[src/rtl/core/utfdec_pkg.sv]
// utfdec_pkg: shared types and constants of the UTF-8 / UTF-16 stream decoder
// no dependencies; used by utfdec_step and utf8_utf16_stream_decoder

package utfdec_pkg;

    // source_mode register codes; the fourth code fails every byte
    localparam logic [1:0] SRC_UTF8    = 2'd0;
    localparam logic [1:0] SRC_UTF16LE = 2'd1;
    localparam logic [1:0] SRC_UTF16BE = 2'd2;

    localparam logic [20:0] CP_MAX      = 21'h10FFFF;
    localparam logic [20:0] CP_SUPP     = 21'h10000;
    localparam logic [5:0]  SURR_HIGH   = 6'b110110;  // top bits of D800..DBFF
    localparam logic [5:0]  SURR_LOW    = 6'b110111;  // top bits of DC00..DFFF

    // message state carried from byte to byte
    typedef struct packed {
        logic [23:0] held_bytes;
        logic [2:0]  held_count;
        logic [2:0]  expected_count;
        logic [9:0]  high_surrogate;
        logic        surrogate_pending;
        logic        failed;
    } msg_state_t;

    // utf-8 bytes of one code point
    typedef struct packed {
        logic [3:0][7:0] bytes;
        logic [2:0]      n;
    } utf8_seq_t;

    // all results caused by one input byte
    typedef struct packed {
        logic [3:0][7:0] bytes;
        logic [2:0]      n;       // data bytes, 0..4
        logic            at_end;  // closes the message
        logic            err;     // message failed
    } result_group_t;

endpackage

[src/rtl/core/utfdec_if.sv]
// utfdec_in_if / utfdec_out_if: valid-ready channels of the stream decoder
// no package dependency; payload fields follow the byte and result items

interface utfdec_in_if;
    logic       valid;
    logic       ready;
    logic [7:0] in_byte;
    logic       end_of_message;

    modport source (output valid, output in_byte, output end_of_message, input ready);
    modport sink   (input valid, input in_byte, input end_of_message, output ready);
endinterface

interface utfdec_out_if;
    logic       valid;
    logic       ready;
    logic [7:0] out_byte;
    logic       byte_valid;
    logic       decode_error;
    logic       message_done;
    logic       run_last;

    modport source (
        output valid, output out_byte, output byte_valid, output decode_error,
        output message_done, output run_last, input ready
    );
    modport sink (
        input valid, input out_byte, input byte_valid, input decode_error,
        input message_done, input run_last, output ready
    );
endinterface

[src/rtl/core/utfdec_step.sv]
// utfdec_step: combinational decode of one byte against the message state
// depends on utfdec_pkg; produces the next state and the result group

module utfdec_step (
    input  logic                       [1:0] mode,
    input  utfdec_pkg::msg_state_t           state,
    input  logic                       [7:0] in_byte,
    input  logic                             end_of_message,
    output utfdec_pkg::msg_state_t           state_next,
    output utfdec_pkg::result_group_t        group,
    output logic                             push
);
    import utfdec_pkg::*;

    function automatic utf8_seq_t put_utf8(input logic [20:0] cp);
        utf8_seq_t s;
        s = '0;
        if (cp < 21'h80) begin
            s.bytes[0] = {1'b0, cp[6:0]};
            s.n        = 3'd1;
        end else if (cp < 21'h800) begin
            s.bytes[0] = {3'b110, cp[10:6]};
            s.bytes[1] = {2'b10, cp[5:0]};
            s.n        = 3'd2;
        end else if (cp < CP_SUPP) begin
            s.bytes[0] = {4'b1110, cp[15:12]};
            s.bytes[1] = {2'b10, cp[11:6]};
            s.bytes[2] = {2'b10, cp[5:0]};
            s.n        = 3'd3;
        end else begin
            s.bytes[0] = {5'b11110, cp[20:18]};
            s.bytes[1] = {2'b10, cp[17:12]};
            s.bytes[2] = {2'b10, cp[11:6]};
            s.bytes[3] = {2'b10, cp[5:0]};
            s.n        = 3'd4;
        end
        return s;
    endfunction

    logic [7:0]      b0, b1, b2;
    msg_state_t      u8_st;
    logic [2:0]      u8_n;
    logic [3:0][7:0] u8_bytes;
    logic            u8_fail;
    logic [20:0]     u8_cp, u8_lo, u8_hi;

    msg_state_t      u16_st;
    logic [15:0]     unit;
    logic            is_high, is_low;
    logic [20:0]     pair_cp, u16_cp;
    logic            u16_emit, u16_fail;
    utf8_seq_t       u16_seq;

    msg_state_t      nxt;
    logic [2:0]      n;
    logic [3:0][7:0] bytes;
    logic            fail, err;

    assign b0 = state.held_bytes[7:0];
    assign b1 = state.held_bytes[15:8];
    assign b2 = state.held_bytes[23:16];

    // utf-8 validation
    always_comb
    begin
        u8_st    = state;
        u8_n     = 3'd0;
        u8_bytes = '0;
        u8_fail  = 1'b0;
        u8_cp    = '0;
        u8_lo    = '0;
        u8_hi    = '0;
        if (state.held_count == 3'd0) begin
            if (!in_byte[7]) begin
                u8_n        = 3'd1;
                u8_bytes[0] = in_byte;
            end else if (in_byte[7:5] == 3'b110 || in_byte[7:4] == 4'b1110
                         || in_byte[7:3] == 5'b11110)
            begin
                u8_st.held_bytes = {16'd0, in_byte};
                u8_st.held_count = 3'd1;
                if (in_byte[7:5] == 3'b110) begin
                    u8_st.expected_count = 3'd2;
                end else if (in_byte[7:4] == 4'b1110) begin
                    u8_st.expected_count = 3'd3;
                end else begin
                    u8_st.expected_count = 3'd4;
                end
            end else begin
                u8_fail = 1'b1;
            end
        end else if (in_byte[7:6] != 2'b10 || state.held_count > 3'd3
                     || state.expected_count > 3'd4)
        begin
            u8_fail = 1'b1;
        end else if ({1'b0, state.held_count} + 4'd1 < {1'b0, state.expected_count}) begin
            case (state.held_count[1:0])
                2'd1:    u8_st.held_bytes[15:8]  = in_byte;
                2'd2:    u8_st.held_bytes[23:16] = in_byte;
                default: u8_st.held_bytes[7:0]   = in_byte;
            endcase
            u8_st.held_count = state.held_count + 3'd1;
        end else begin
            case (state.expected_count)
                3'd2: begin
                    u8_cp = {10'd0, b0[4:0], in_byte[5:0]};
                    u8_lo = 21'h80;
                    u8_hi = 21'h7FF;
                end
                3'd3: begin
                    u8_cp = {5'd0, b0[3:0], b1[5:0], in_byte[5:0]};
                    u8_lo = 21'h800;
                    u8_hi = 21'hFFFF;
                end
                default: begin
                    u8_cp = {b0[2:0], b1[5:0], b2[5:0], in_byte[5:0]};
                    u8_lo = CP_SUPP;
                    u8_hi = CP_MAX;
                end
            endcase
            if (u8_cp < u8_lo || u8_cp > u8_hi) begin
                u8_fail = 1'b1;
            end else begin
                u8_n        = state.expected_count;
                u8_bytes[0] = b0;
                case (state.expected_count)
                    3'd2: u8_bytes[1] = in_byte;
                    3'd3: begin
                        u8_bytes[1] = b1;
                        u8_bytes[2] = in_byte;
                    end
                    default: begin
                        u8_bytes[1] = b1;
                        u8_bytes[2] = b2;
                        u8_bytes[3] = in_byte;
                    end
                endcase
                u8_st.held_bytes     = '0;
                u8_st.held_count     = 3'd0;
                u8_st.expected_count = 3'd0;
            end
        end
    end

    // utf-16 code unit assembly
    assign unit    = (mode == SRC_UTF16BE) ? {b0, in_byte} : {in_byte, b0};
    assign is_high = (unit[15:10] == SURR_HIGH);
    assign is_low  = (unit[15:10] == SURR_LOW);
    assign pair_cp = CP_SUPP + {1'b0, state.high_surrogate, unit[9:0]};

    always_comb
    begin
        u16_st   = state;
        u16_emit = 1'b0;
        u16_fail = 1'b0;
        u16_cp   = {5'd0, unit};
        if (state.held_count == 3'd0) begin
            u16_st.held_bytes = {16'd0, in_byte};
            u16_st.held_count = 3'd1;
        end else begin
            u16_st.held_bytes = '0;
            u16_st.held_count = 3'd0;
            if (state.surrogate_pending) begin
                if (is_low) begin
                    u16_cp                   = pair_cp;
                    u16_emit                 = 1'b1;
                    u16_st.high_surrogate    = '0;
                    u16_st.surrogate_pending = 1'b0;
                end else begin
                    u16_fail = 1'b1;
                end
            end else if (is_high) begin
                u16_st.high_surrogate    = unit[9:0];
                u16_st.surrogate_pending = 1'b1;
            end else if (is_low) begin
                u16_fail = 1'b1;
            end else begin
                u16_emit = 1'b1;
            end
        end
    end

    assign u16_seq = put_utf8(u16_cp);

    // mode select, error handling and end of message
    always_comb
    begin
        nxt   = state;
        n     = 3'd0;
        bytes = '0;
        fail  = 1'b0;
        err   = 1'b0;
        if (!state.failed) begin
            unique case (mode)
                SRC_UTF8: begin
                    nxt   = u8_st;
                    n     = u8_n;
                    bytes = u8_bytes;
                    fail  = u8_fail;
                end
                SRC_UTF16LE, SRC_UTF16BE: begin
                    nxt   = u16_st;
                    n     = u16_emit ? u16_seq.n : 3'd0;
                    bytes = u16_seq.bytes;
                    fail  = u16_fail;
                end
                default: fail = 1'b1;
            endcase
        end
        if (fail) begin
            nxt        = '0;
            nxt.failed = 1'b1;
            n          = 3'd0;
        end
        if (end_of_message) begin
            // truncated sequence, odd byte count or unpaired high surrogate
            if (nxt.held_count != 3'd0 || nxt.surrogate_pending) begin
                nxt.failed = 1'b1;
            end
            err = nxt.failed;
            if (nxt.failed) begin
                n = 3'd0;
            end
            nxt = '0;
        end
    end

    assign state_next   = nxt;
    assign group.bytes  = bytes;
    assign group.n      = n;
    assign group.at_end = end_of_message;
    assign group.err    = err;
    assign push         = end_of_message || (n != 3'd0);

endmodule

[src/rtl/core/utf8_utf16_stream_decoder.sv]
// utf8_utf16_stream_decoder: top level of the UTF-8 validator / UTF-16 to UTF-8 transcoder
// depends on utfdec_pkg, utfdec_if.sv (channels) and utfdec_step
//
// byte_stream takes one message byte per transaction, end_of_message on the last byte.
// result_stream delivers UTF-8 bytes; byte_valid is 0 on a status-only result.
// message_done marks the final result of a message, decode_error on it says the
// message failed; bytes already delivered for a failed message are to be dropped.
// run_last marks the last result caused by one input byte.
// cfg_we / cfg_wdata write source_mode (0 UTF-8, 1 UTF-16 LE, 2 UTF-16 BE); a write
// also clears the message state. The user must make a write only while the block is
// idle; the block itself does not enforce this. throughput: one input byte per cycle
// while the queue has room; each byte is decoded between the input register and a
// queue of FIFO_DEPTH result groups (up to four results each). the output side drains
// one result per cycle while the receiver is ready, so long runs of multi-byte code
// points are paced by the output port at one result per cycle. an accepted byte is held
// in the input register, decoded and its result group written to the queue. when the
// receiver stalls, the queue fills and then byte_stream.ready drops; nothing is lost.
// reset clears the mode to UTF-8, the message state and the queue.

module utf8_utf16_stream_decoder #(
    parameter int FIFO_DEPTH = 4
) (
    input  logic               clk,
    input  logic               rst_n,
    input  logic               cfg_we,
    input  logic         [1:0] cfg_wdata,
    utfdec_in_if.sink          byte_stream,
    utfdec_out_if.source       result_stream
);
    import utfdec_pkg::*;

    localparam int PTR_W = (FIFO_DEPTH > 1) ? $clog2(FIFO_DEPTH) : 1;
    localparam int CNT_W = $clog2(FIFO_DEPTH + 1);

    logic [1:0]    mode_reg;
    msg_state_t    state_reg, state_next;

    logic          in_vld_reg;
    logic [7:0]    in_byte_reg;
    logic          in_end_reg;

    result_group_t group;
    logic          push, commit, in_ready;

    result_group_t fifo_mem [FIFO_DEPTH];
    logic [PTR_W-1:0] wr_ptr_reg, rd_ptr_reg;
    logic [CNT_W-1:0] cnt_reg;
    logic          full, empty, push_fire, pop;

    result_group_t head;
    logic [1:0]    idx_reg;
    logic [1:0]    last_idx;
    logic          is_last, out_fire;

    utfdec_step u_step (
        .mode           (mode_reg),
        .state          (state_reg),
        .in_byte        (in_byte_reg),
        .end_of_message (in_end_reg),
        .state_next     (state_next),
        .group          (group),
        .push           (push)
    );

    assign full      = (cnt_reg == CNT_W'(FIFO_DEPTH));
    assign empty     = (cnt_reg == '0);
    assign commit    = in_vld_reg && (!push || !full);
    assign push_fire = commit && push;
    assign in_ready  = !in_vld_reg || commit;

    assign byte_stream.ready = in_ready;

    // input register
    always_ff @(posedge clk or negedge rst_n)
    begin
        if (!rst_n) begin
            in_vld_reg <= 1'b0;
        end else if (in_ready) begin
            in_vld_reg <= byte_stream.valid;
        end
    end

    always_ff @(posedge clk)
    begin
        if (in_ready && byte_stream.valid) begin
            in_byte_reg <= byte_stream.in_byte;
            in_end_reg  <= byte_stream.end_of_message;
        end
    end

    // mode register and message state
    always_ff @(posedge clk or negedge rst_n)
    begin
        if (!rst_n) begin
            mode_reg  <= SRC_UTF8;
            state_reg <= '0;
        end else if (cfg_we) begin
            mode_reg  <= cfg_wdata;
            state_reg <= '0;
        end else if (commit) begin
            state_reg <= state_next;
        end
    end

    // result group queue
    always_ff @(posedge clk)
    begin
        if (push_fire) begin
            fifo_mem[wr_ptr_reg] <= group;
        end
    end

    assign head     = fifo_mem[rd_ptr_reg];
    assign last_idx = (head.n == 3'd0) ? 2'd0 : 2'(head.n - 3'd1);
    assign is_last  = (idx_reg == last_idx);
    assign out_fire = result_stream.valid && result_stream.ready;
    assign pop      = out_fire && is_last;

    always_ff @(posedge clk or negedge rst_n)
    begin
        if (!rst_n) begin
            wr_ptr_reg <= '0;
            rd_ptr_reg <= '0;
            cnt_reg    <= '0;
            idx_reg    <= '0;
        end else begin
            if (push_fire) begin
                wr_ptr_reg <= (wr_ptr_reg == PTR_W'(FIFO_DEPTH - 1)) ? '0
                                                                     : wr_ptr_reg + 1'b1;
            end
            if (pop) begin
                rd_ptr_reg <= (rd_ptr_reg == PTR_W'(FIFO_DEPTH - 1)) ? '0
                                                                     : rd_ptr_reg + 1'b1;
            end
            if (push_fire && !pop) begin
                cnt_reg <= cnt_reg + 1'b1;
            end else if (pop && !push_fire) begin
                cnt_reg <= cnt_reg - 1'b1;
            end
            if (pop) begin
                idx_reg <= '0;
            end else if (out_fire) begin
                idx_reg <= idx_reg + 1'b1;
            end
        end
    end

    // unpack the head group one result per transaction
    assign result_stream.valid        = !empty;
    assign result_stream.byte_valid   = ({1'b0, idx_reg} < head.n);
    assign result_stream.out_byte     = result_stream.byte_valid ? head.bytes[idx_reg] : 8'd0;
    assign result_stream.run_last     = is_last;
    assign result_stream.message_done = is_last && head.at_end;
    assign result_stream.decode_error = is_last && head.at_end && head.err;

    assert property (@(posedge clk) disable iff (!rst_n)
        cnt_reg <= CNT_W'(FIFO_DEPTH))
        else $error("result queue count beyond depth");

    assert property (@(posedge clk) disable iff (!rst_n)
        push_fire && !pop |=> !empty)
        else $error("pushed group not visible in queue");

    assert property (@(posedge clk) disable iff (!rst_n)
        result_stream.valid |-> idx_reg <= last_idx)
        else $error("result index past end of group");

    assert property (@(posedge clk) disable iff (!rst_n)
        state_reg.failed |-> state_reg.held_count == 3'd0 && !state_reg.surrogate_pending)
        else $error("failed message still holds bytes");

    assert property (@(posedge clk) disable iff (!rst_n)
        commit && in_end_reg && !cfg_we |=> state_reg == '0)
        else $error("message state not cleared at end of message");

endmodule
[src/flat_wrapper.sv]
// flat-port wrapper written by rule: the top's interface ports become plain ports
module utf8_utf16_stream_decoder_flat import utfdec_pkg::*;
#(
    parameter int FIFO_DEPTH = 4
)
  (clk, rst_n, cfg_we, cfg_wdata, byte_stream_valid, byte_stream_in_byte, byte_stream_end_of_message, byte_stream_ready, result_stream_valid, result_stream_out_byte, result_stream_byte_valid, result_stream_decode_error, result_stream_message_done, result_stream_run_last, result_stream_ready);
  utfdec_in_if byte_stream_i ();
  utfdec_out_if result_stream_i ();
  input  logic clk;
  input  logic rst_n;
  input  logic cfg_we;
  input  logic         [1:0] cfg_wdata;
  input wire logic [$bits(byte_stream_i.valid)-1:0] byte_stream_valid;
  input wire logic [$bits(byte_stream_i.in_byte)-1:0] byte_stream_in_byte;
  input wire logic [$bits(byte_stream_i.end_of_message)-1:0] byte_stream_end_of_message;
  output wire logic [$bits(byte_stream_i.ready)-1:0] byte_stream_ready;
  output wire logic [$bits(result_stream_i.valid)-1:0] result_stream_valid;
  output wire logic [$bits(result_stream_i.out_byte)-1:0] result_stream_out_byte;
  output wire logic [$bits(result_stream_i.byte_valid)-1:0] result_stream_byte_valid;
  output wire logic [$bits(result_stream_i.decode_error)-1:0] result_stream_decode_error;
  output wire logic [$bits(result_stream_i.message_done)-1:0] result_stream_message_done;
  output wire logic [$bits(result_stream_i.run_last)-1:0] result_stream_run_last;
  input wire logic [$bits(result_stream_i.ready)-1:0] result_stream_ready;
  assign byte_stream_i.valid = byte_stream_valid;
  assign byte_stream_i.in_byte = byte_stream_in_byte;
  assign byte_stream_i.end_of_message = byte_stream_end_of_message;
  assign byte_stream_ready = byte_stream_i.ready;
  assign result_stream_valid = result_stream_i.valid;
  assign result_stream_out_byte = result_stream_i.out_byte;
  assign result_stream_byte_valid = result_stream_i.byte_valid;
  assign result_stream_decode_error = result_stream_i.decode_error;
  assign result_stream_message_done = result_stream_i.message_done;
  assign result_stream_run_last = result_stream_i.run_last;
  assign result_stream_i.ready = result_stream_ready;
  utf8_utf16_stream_decoder #(.FIFO_DEPTH(FIFO_DEPTH)) u_core (.clk(clk), .rst_n(rst_n), .cfg_we(cfg_we), .cfg_wdata(cfg_wdata), .byte_stream(byte_stream_i), .result_stream(result_stream_i));
endmodule
[config.mk]
export PLATFORM = sky130hd
export DESIGN_NAME = utf8_utf16_stream_decoder_flat
export DESIGN_NICKNAME = d
export VERILOG_FILES = /design/src/rtl/core/utfdec_pkg.sv /design/src/rtl/core/utfdec_if.sv /design/src/rtl/core/utfdec_step.sv /design/src/rtl/core/utf8_utf16_stream_decoder.sv /design/src/flat_wrapper.sv
export SDC_FILE = /design/constraint.sdc
export NUM_CORES = 1
export LEC_CHECK = 0
export ABC_CLOCK_PERIOD_IN_PS = 4700
export BUFFER_PORTS_ARGS = -buffer_cell sky130_fd_sc_hd__buf_2
export CAP_MARGIN = 20
export CORE_MARGIN = 3
export CORE_UTILIZATION = 55
export CTS_BUF_LIST = sky130_fd_sc_hd__clkbuf_8
export DETAILED_ROUTE_END_ITERATION = 8
export HOLD_SLACK_MARGIN = 0.15
export PLACE_DENSITY = 0.76
export SYNTH_ARGS = -nofsm -noshare
export SYNTH_HDL_FRONTEND = slang
export SYNTH_SLANG_ARGS = --single-unit
export TNS_END_PERCENT = 100
[constraint.sdc]
create_clock -name clk -period 4.7 [get_ports clk]
set_clock_uncertainty 0.05 [all_clocks]
set_input_delay 0.94 -clock clk [delete_from_list [all_inputs] [get_ports clk]]
set_output_delay 0.94 -clock clk [all_outputs]
set_load 0.02 [all_outputs]
-- After elaboration in Yosys (flattened, before gate mapping)
Memories as Yosys holds them, arrays and structs flattened.
Cells that the tools add are included.
- bits in writable memories: 148
- register bits after elaboration: 63
- memories: 1
- output and inout port bits: 14
- reduce and logical (&&, ||, !) cells: 45
- muxes and demuxes: 100
- magnitude comparators: 10
- add/subtract/negate cells: 9
- eq/ne operators: 33
- memory list (name ; words ; bits a word ; read ports ; clocked after memory_dff ; write ports ; RTL line ; RTL):
    u_core.fifo_mem ; 4 ; 37 ; 1 ; 0 ; 1 ; utf8_utf16_stream_decoder.sv:45 ; result_group_t fifo_mem [FIFO_DEPTH];
- operators by type and width (cell ; number):
    $mux 21 ; 12
    $mux 42 ; 5
    $mux 30 ; 5
    $mux 32 ; 4
    $pmux 21 s2 ; 2
    $pmux 42 s2 ; 1
    $mux 27 ; 3
    $mux 8 ; 9
    $mux 11 ; 6
    $pmux 32 s2 ; 1
    $mux 24 ; 2
    $mux 3 ; 14
    $pmux 17 s2 ; 1
    $mux 16 ; 2
    $mux 25 ; 1
    $reduce_and 8->1 ; 3
    $add 17x20->21 const A ; 1
    $gt 21x21->1 ; 1
    $lt 21x12->1 const B ; 1
    $lt 21x17->1 const B ; 1
    $lt 21x21->1 ; 1
    $lt 21x8->1 const B ; 1
    $mux 1 ; 21
    $mux 19 ; 1
    other kinds (46) ; 98

-- Logic depth before layout (Yosys ltp)
- depth in word-level cells: 30
- mapped depth: 19

-- Cells and area by module
A second synthesis with hierarchy kept.
- cell total of the unflattened synthesis: 1035
- area total of the unflattened synthesis: 11863.9 µm²
- by module, submodules not included (module ; instances ; area each (µm²) ; cells an instance):
    utf8_utf16_stream_decoder ; 1 ; 8360.5 ; 478
    utfdec_step ; 1 ; 3503.4 ; 557

-- Least setup slack after synthesis
No wires, ideal clock.
- path kind: reg-to-reg
- start point: register u_core.state_reg[15] (netlist name)
- end point: memory u_core.fifo_mem[3][0] (netlist name) (enable)
- stages on the path, launching flop included: 14
- library setup time: 0.398 ns
- buffers on the path: 0
- required time: 4.252 ns
- arrival time: 3.518 ns
- setup slack: 0.734 ns
- cells stage by stage: dfrtp_1 > ha_1 > ha_1 > inv_1 > ha_1 > a21o_1 > a211o_1 > nand2_1 > and3_1 > o21ai_1 > a21oi_1 > nand2_1 > nor2_1 > and2_1
- longest elaborated chain between the ends: 22
- ends and longest elaborated chain (item ; RTL line ; RTL):
    from (decl) ; utf8_utf16_stream_decoder.sv:36 ; msg_state_t state_reg, state_next;
    from (signal assigned) ; utf8_utf16_stream_decoder.sv:101 ; state_reg <= state_next;
    $logic_not 3->1, or another cell as far along ; utfdec_step.sv:73, utfdec_step.sv:157 ;
    $mux 21, or another cell as far along ; utfdec_step.sv:157 ; if (state.held_count == 3'd0) begin
    $lt 21x17->1, or another cell as far along ; utfdec_step.sv:25 ; end else if (cp < CP_SUPP) begin
    $mux 25, or another cell as far along ; utfdec_step.sv:25 ;
    $mux 27, or another cell as far along ; utfdec_step.sv:21 ; end else if (cp < 21'h800) begin
    $mux 27, or another cell as far along ; utfdec_step.sv:18 ; if (cp < 21'h80) begin
    $mux 19, or another cell as far along ; utfdec_step.sv:21 ;
    $mux 11 / $mux 42 (equally long branches) ; utfdec_step.sv:18, utfdec_step.sv:210 ;
    (+7 left out) ; n/a ;
    $logic_or 1x1->1 * ; utfdec_step.sv:233 ; assign push = end_of_message || (n != 3'd0);
    $logic_not 1->1 ; utf8_utf16_stream_decoder.sv:67 ; assign commit = in_vld_reg && (!push || !full);
    $logic_or 1x1->1 ; utf8_utf16_stream_decoder.sv:67 ;
    $logic_and 1x1->1 ; utf8_utf16_stream_decoder.sv:67 ;
    $logic_and 1x1->1 * ; utf8_utf16_stream_decoder.sv:68 ; assign push_fire = commit && push;
    named net u_core.push_fire ; utf8_utf16_stream_decoder.sv:48 ; logic full, empty, push_fire, pop;
    $mux 1 * ; utf8_utf16_stream_decoder.sv:108 ; if (push_fire) begin
    $mux 1 (implied by the code) * ; utf8_utf16_stream_decoder.sv:109 ; fifo_mem[wr_ptr_reg] <= group;
    to (decl) ; utf8_utf16_stream_decoder.sv:45 ;
The timed path passes the listed nets; every way through them passes the cells marked *. The select of a mux whose other input is x is not followed.

-- Worst setup path in the final report
- start point: register u_core.state_reg[15] (netlist name)
- end point: output byte_stream_ready
- longest elaborated chain between the ends: 20
- ends and longest elaborated chain (item ; RTL line ; RTL):
    $logic_not 3->1, or another cell as far along ; utfdec_step.sv:73, utfdec_step.sv:157 ;
    $mux 21, or another cell as far along ; utfdec_step.sv:157 ;
    $lt 21x17->1, or another cell as far along ; utfdec_step.sv:25 ;
    $mux 25, or another cell as far along ; utfdec_step.sv:25 ;
    $mux 27, or another cell as far along ; utfdec_step.sv:21 ;
    $mux 27, or another cell as far along ; utfdec_step.sv:18 ;
    $mux 19, or another cell as far along ; utfdec_step.sv:21 ;
    $mux 11 / $mux 42 (equally long branches) ; utfdec_step.sv:18, utfdec_step.sv:210 ;
    (+4 left out) ; n/a ;
    $mux 3 ; utfdec_step.sv:221 ; if (nxt.failed) begin
    $mux 3 * ; utfdec_step.sv:215 ; if (end_of_message) begin
    $reduce_bool 3->1 * ; utfdec_step.sv:233 ;
    $logic_or 1x1->1 * ; utfdec_step.sv:233 ;
    $logic_not 1->1 * ; utf8_utf16_stream_decoder.sv:67 ;
    $logic_or 1x1->1 * ; utf8_utf16_stream_decoder.sv:67 ;
    $logic_and 1x1->1 * ; utf8_utf16_stream_decoder.sv:67 ;
    $logic_or 1x1->1 * ; utf8_utf16_stream_decoder.sv:69 ; assign in_ready = !in_vld_reg || commit;
    to (decl) ; flat_wrapper.sv:16 ; output wire logic [$bits(byte_stream_i.ready)-1:0] byte_stream_ready;
Every way passes the cells marked *; elsewhere a longest branch is shown, timed or not. The select of a mux whose other input is x is not followed.

==> impl_metrics.toml <==
[die]
initial_core_util_pct = 56.3
die-area_mm2 = 0.0218
fp.dieH_um = 148
die_x_um = 148
rows = 51
io_pins = 30
coreArea_mm2 = 0.0196

[clock_network]
clock_sinks = 211
cts_max_path_buffers = 3
post_cts_buffers = 0
htree_levels = 2
cts_hold_buffers = 0
cts_tree = "built"
clk_latency_ns = 0.53
cts_root_buffer = "clkbuf_8"
cts_resized = 0
cts.reportedPaths.clkPinSlew_ns = 0.06
cts_made_buffers = 34

[worst_setup_path]
cp.arrival_ns = 3.43
reg2reg_depth = 18
crit_chain = "ha_1, ha_1, inv_1, ha_1, a21o_1, a211o_1, nand2_1, and3_1, o21ai_1, a21oi_1, nand3_1, buf_2"
crit_family = "adder cells"
crit_buf_inv = 2
rr_endpoint = "u_core.cnt_reg[2]"
cp.depth = 12
slowest_stage = "dfrtp_1"
reg2reg_from = "u_core.state_reg[15]"
critPathCaptureType = "output port"
critPathKind = "register to output port"
cpMostUsedCell = "ha_1"
required_ns = 3.71
worst_setup_path_start_kind = "register"
worst-r2r-setup-slack_ns = 0.45
critPathMaxFanout = 8
cpPeakStageDelay_ns = 0.47

[yosys]
yosysMostFrequentCell = "edfxtp_1"
yosys.area_share.xor_xnor_pct = 0.476
ys_ff_latch = 211
synth_top_area_share_pct = 42.7
syn_inst = 868
synthMuxAreaShare_pct = 14.9
synth.distinct_cells = 79
avgSynthCellArea_um2 = 12.7
yosys_warnings = 0
synth_common_cells = "edfxtp_1, nand2_1, dfrtp_1"
yosys.area_share.simple_pct = 10.6
yosys.area.top_type = "edfxtp_1"
synth_area_mm2 = 0.0110
async_flop_share_pct = 25.6
synth_fa_ha_area_share_pct = 2.68
netlist_top_cells_area = "edfxtp_1, dfrtp_1, mux4_2, mux2_2, ha_1"
synth_ff_type = "edfxtp_1"
ys_seq_area_share_pct = 55.0
synth_top_family_by_area = "multiplexers"
synth_edf_count = 157
synth_compound_area_share_pct = 13.1

[global_routing]
overflow = 0
met1_usage_pct = 36.7
first_global_vias = 7548
grt_start_max_net_pins = 55
antenna_found_initial = 0
grt_busiest_layer = "met2"
grt_usage_pct = 25.5
grtUsageMet3_pct = 5.40
grt_pass1_wl_um = 43300
met2_usage_pct = 39.8

[placed_design]
dpl_cell_area_mm2 = 0.0116
place_congestion = 0.977
io_buffers = 29
dpl.hpwl_um = 19000

[detailed_routing]
dr.pass1.iters = 5
drt-wirelength-per-cell_um = 22.6
via_per_inst = 6.39
drt_iter0_markers = 1053
remaining_drc_errors = 0
drtAntennaViolNets = 0
routed_wl_um = 27200
vias = 7676

[pwr]
irDropWorstVdd_uv = 259
powerDensity_mw_per_mm2 = 453
power.leakage_nw = 4.50

[worst_hold_path]
hold_depth = 2
min_to = "u_core.state_reg[2]"
hold_start = "u_core.state_reg[2]"
hp-class = "register to register"

[finish]
fill_cells = 1499
diodes = 0
synthToLayoutAreaGrowth_pct = 11.1
fin_area_mm2 = 0.0123
drive_gt1_share_pct = 22.6
nNetsFinal = 951
largest_register_ffs = 148

[timing]
slew_viol_final = 0
finalHoldViolCount = 0
layout_min_cycle_time_ns = 4.42
setup_viol = 0
tns_ns = 0
maxSlewHeadroom_pct = 42.2
tightest_slew_ns = 0.867
rsz0062_at_grt = "no"
post-route-period-util_pct = 94.0
fmax_mhz = 226

[job]
cap_violations = 0

[run_status]
status = "finished, final reports clean"
[how the worst max path moves through the flow]
| stage | start | endpoint | slack, ns |
|---|---|---|---|
| 6_report | u_core.state_reg[15] | byte_stream_ready | 0.28 |
| 5_1_grt | u_core.state_reg[15] | byte_stream_ready | 0.12 |
| 4_1_cts | u_core.state_reg[15] | byte_stream_ready | 0.29 |
| 3_5_place_dp | u_core.state_reg[15] | u_core.cnt_reg[2] | 0.52 |
| 3_3_place_gp | u_core.state_reg[15] | u_core.cnt_reg[2] | 0.64 |
| 2_1_floorplan | u_core.state_reg[15] | u_core.fifo_mem[3][0] | 0.73 |
[logic make-up (layout without fill, tap and decap cells)]
family,after synthesis,after routing
xor gates and xnor gates,6,6
AOI/OAI and AO/OA,204,204
and+or+nand+nor,231,231
adders and majority gates,23,23
other,1,4
buffers and inverters,88,154
muxes,104,104
DFF,211,211
[layer usage]
| layer | part of all wire, % | up-vias | routed length (µm) |
|---|---|---|---|
| li1 | - | 3457 | - |
| met4 | 2.3 | 0 | 623 |
| met3 | 8.9 | 56 | 2430 |
| met2 | 47 | 413 | 12700 |
| met1 | 42 | 3750 | 11400 |
| met5 | 0 | - | 0 |
[through the flow]
stage	power (mW)	instances	util, %	hold WS, ns	worst slack (ns)
final	5.56	1202	62.6	0.439	0.282
after CTS	5.61	1202	62.6	0.443	0.290
after global routing	5.84	1202	62.6	0.462	0.116
after global placement	3.98	1140	59.0	0.418	0.639
after detailed placement	4.03	1141	59.0	0.429	0.522
after floorplan	3.55	871	-	0.399	0.734
[cell usage in the layout (no fill, tap or decap), types with 13 or more instances in the layout]
cell type / count
clkbuf_8: 39
o21ai_0: 30
nor2_1: 53
dfrtp_1: 53
a21oi_1: 37
mux2_2: 35
buf_4: 28
nand3_1: 21
a22o_1: 15
a22oi_1: 24
nand2_1: 61
nor2b_1: 13
inv_1: 39
buf_2: 30
mux2i_1: 23
edfxtp_1: 157
mux4_2: 44
ha_1: 22
[report_power, final]
part	switching, mW	leakage [nW]	internal [mW]	total, mW
Clock	0.704	0.386	0.876	1.58
Combinational	0.871	1.98	0.757	1.63
Sequential	0.159	2.13	2.19	2.35
[area by class of cell]
| class | count | area, µm² | area share (%) |
|---|---|---|---|
| Sequential cell | 211 | 6070 | 49.5 |
| Multi-Input combinational cell | 572 | 4630 | 37.8 |
| Clock buffer | 39 | 537 | 4.38 |
| Timing Repair Buffer | 61 | 420 | 3.43 |
| Tap cell | 265 | 332 | 2.70 |
| Clock inverter | 22 | 155 | 1.27 |
| Inverter | 32 | 120 | 0.980 |
[worst min-delay path, stage by stage (launching register included)]
cell and delay [ns]:
dfrtp_1 0.35, nand2_1 0.05, o21ai_0 0.06
(Power assumes the default switching activity.)
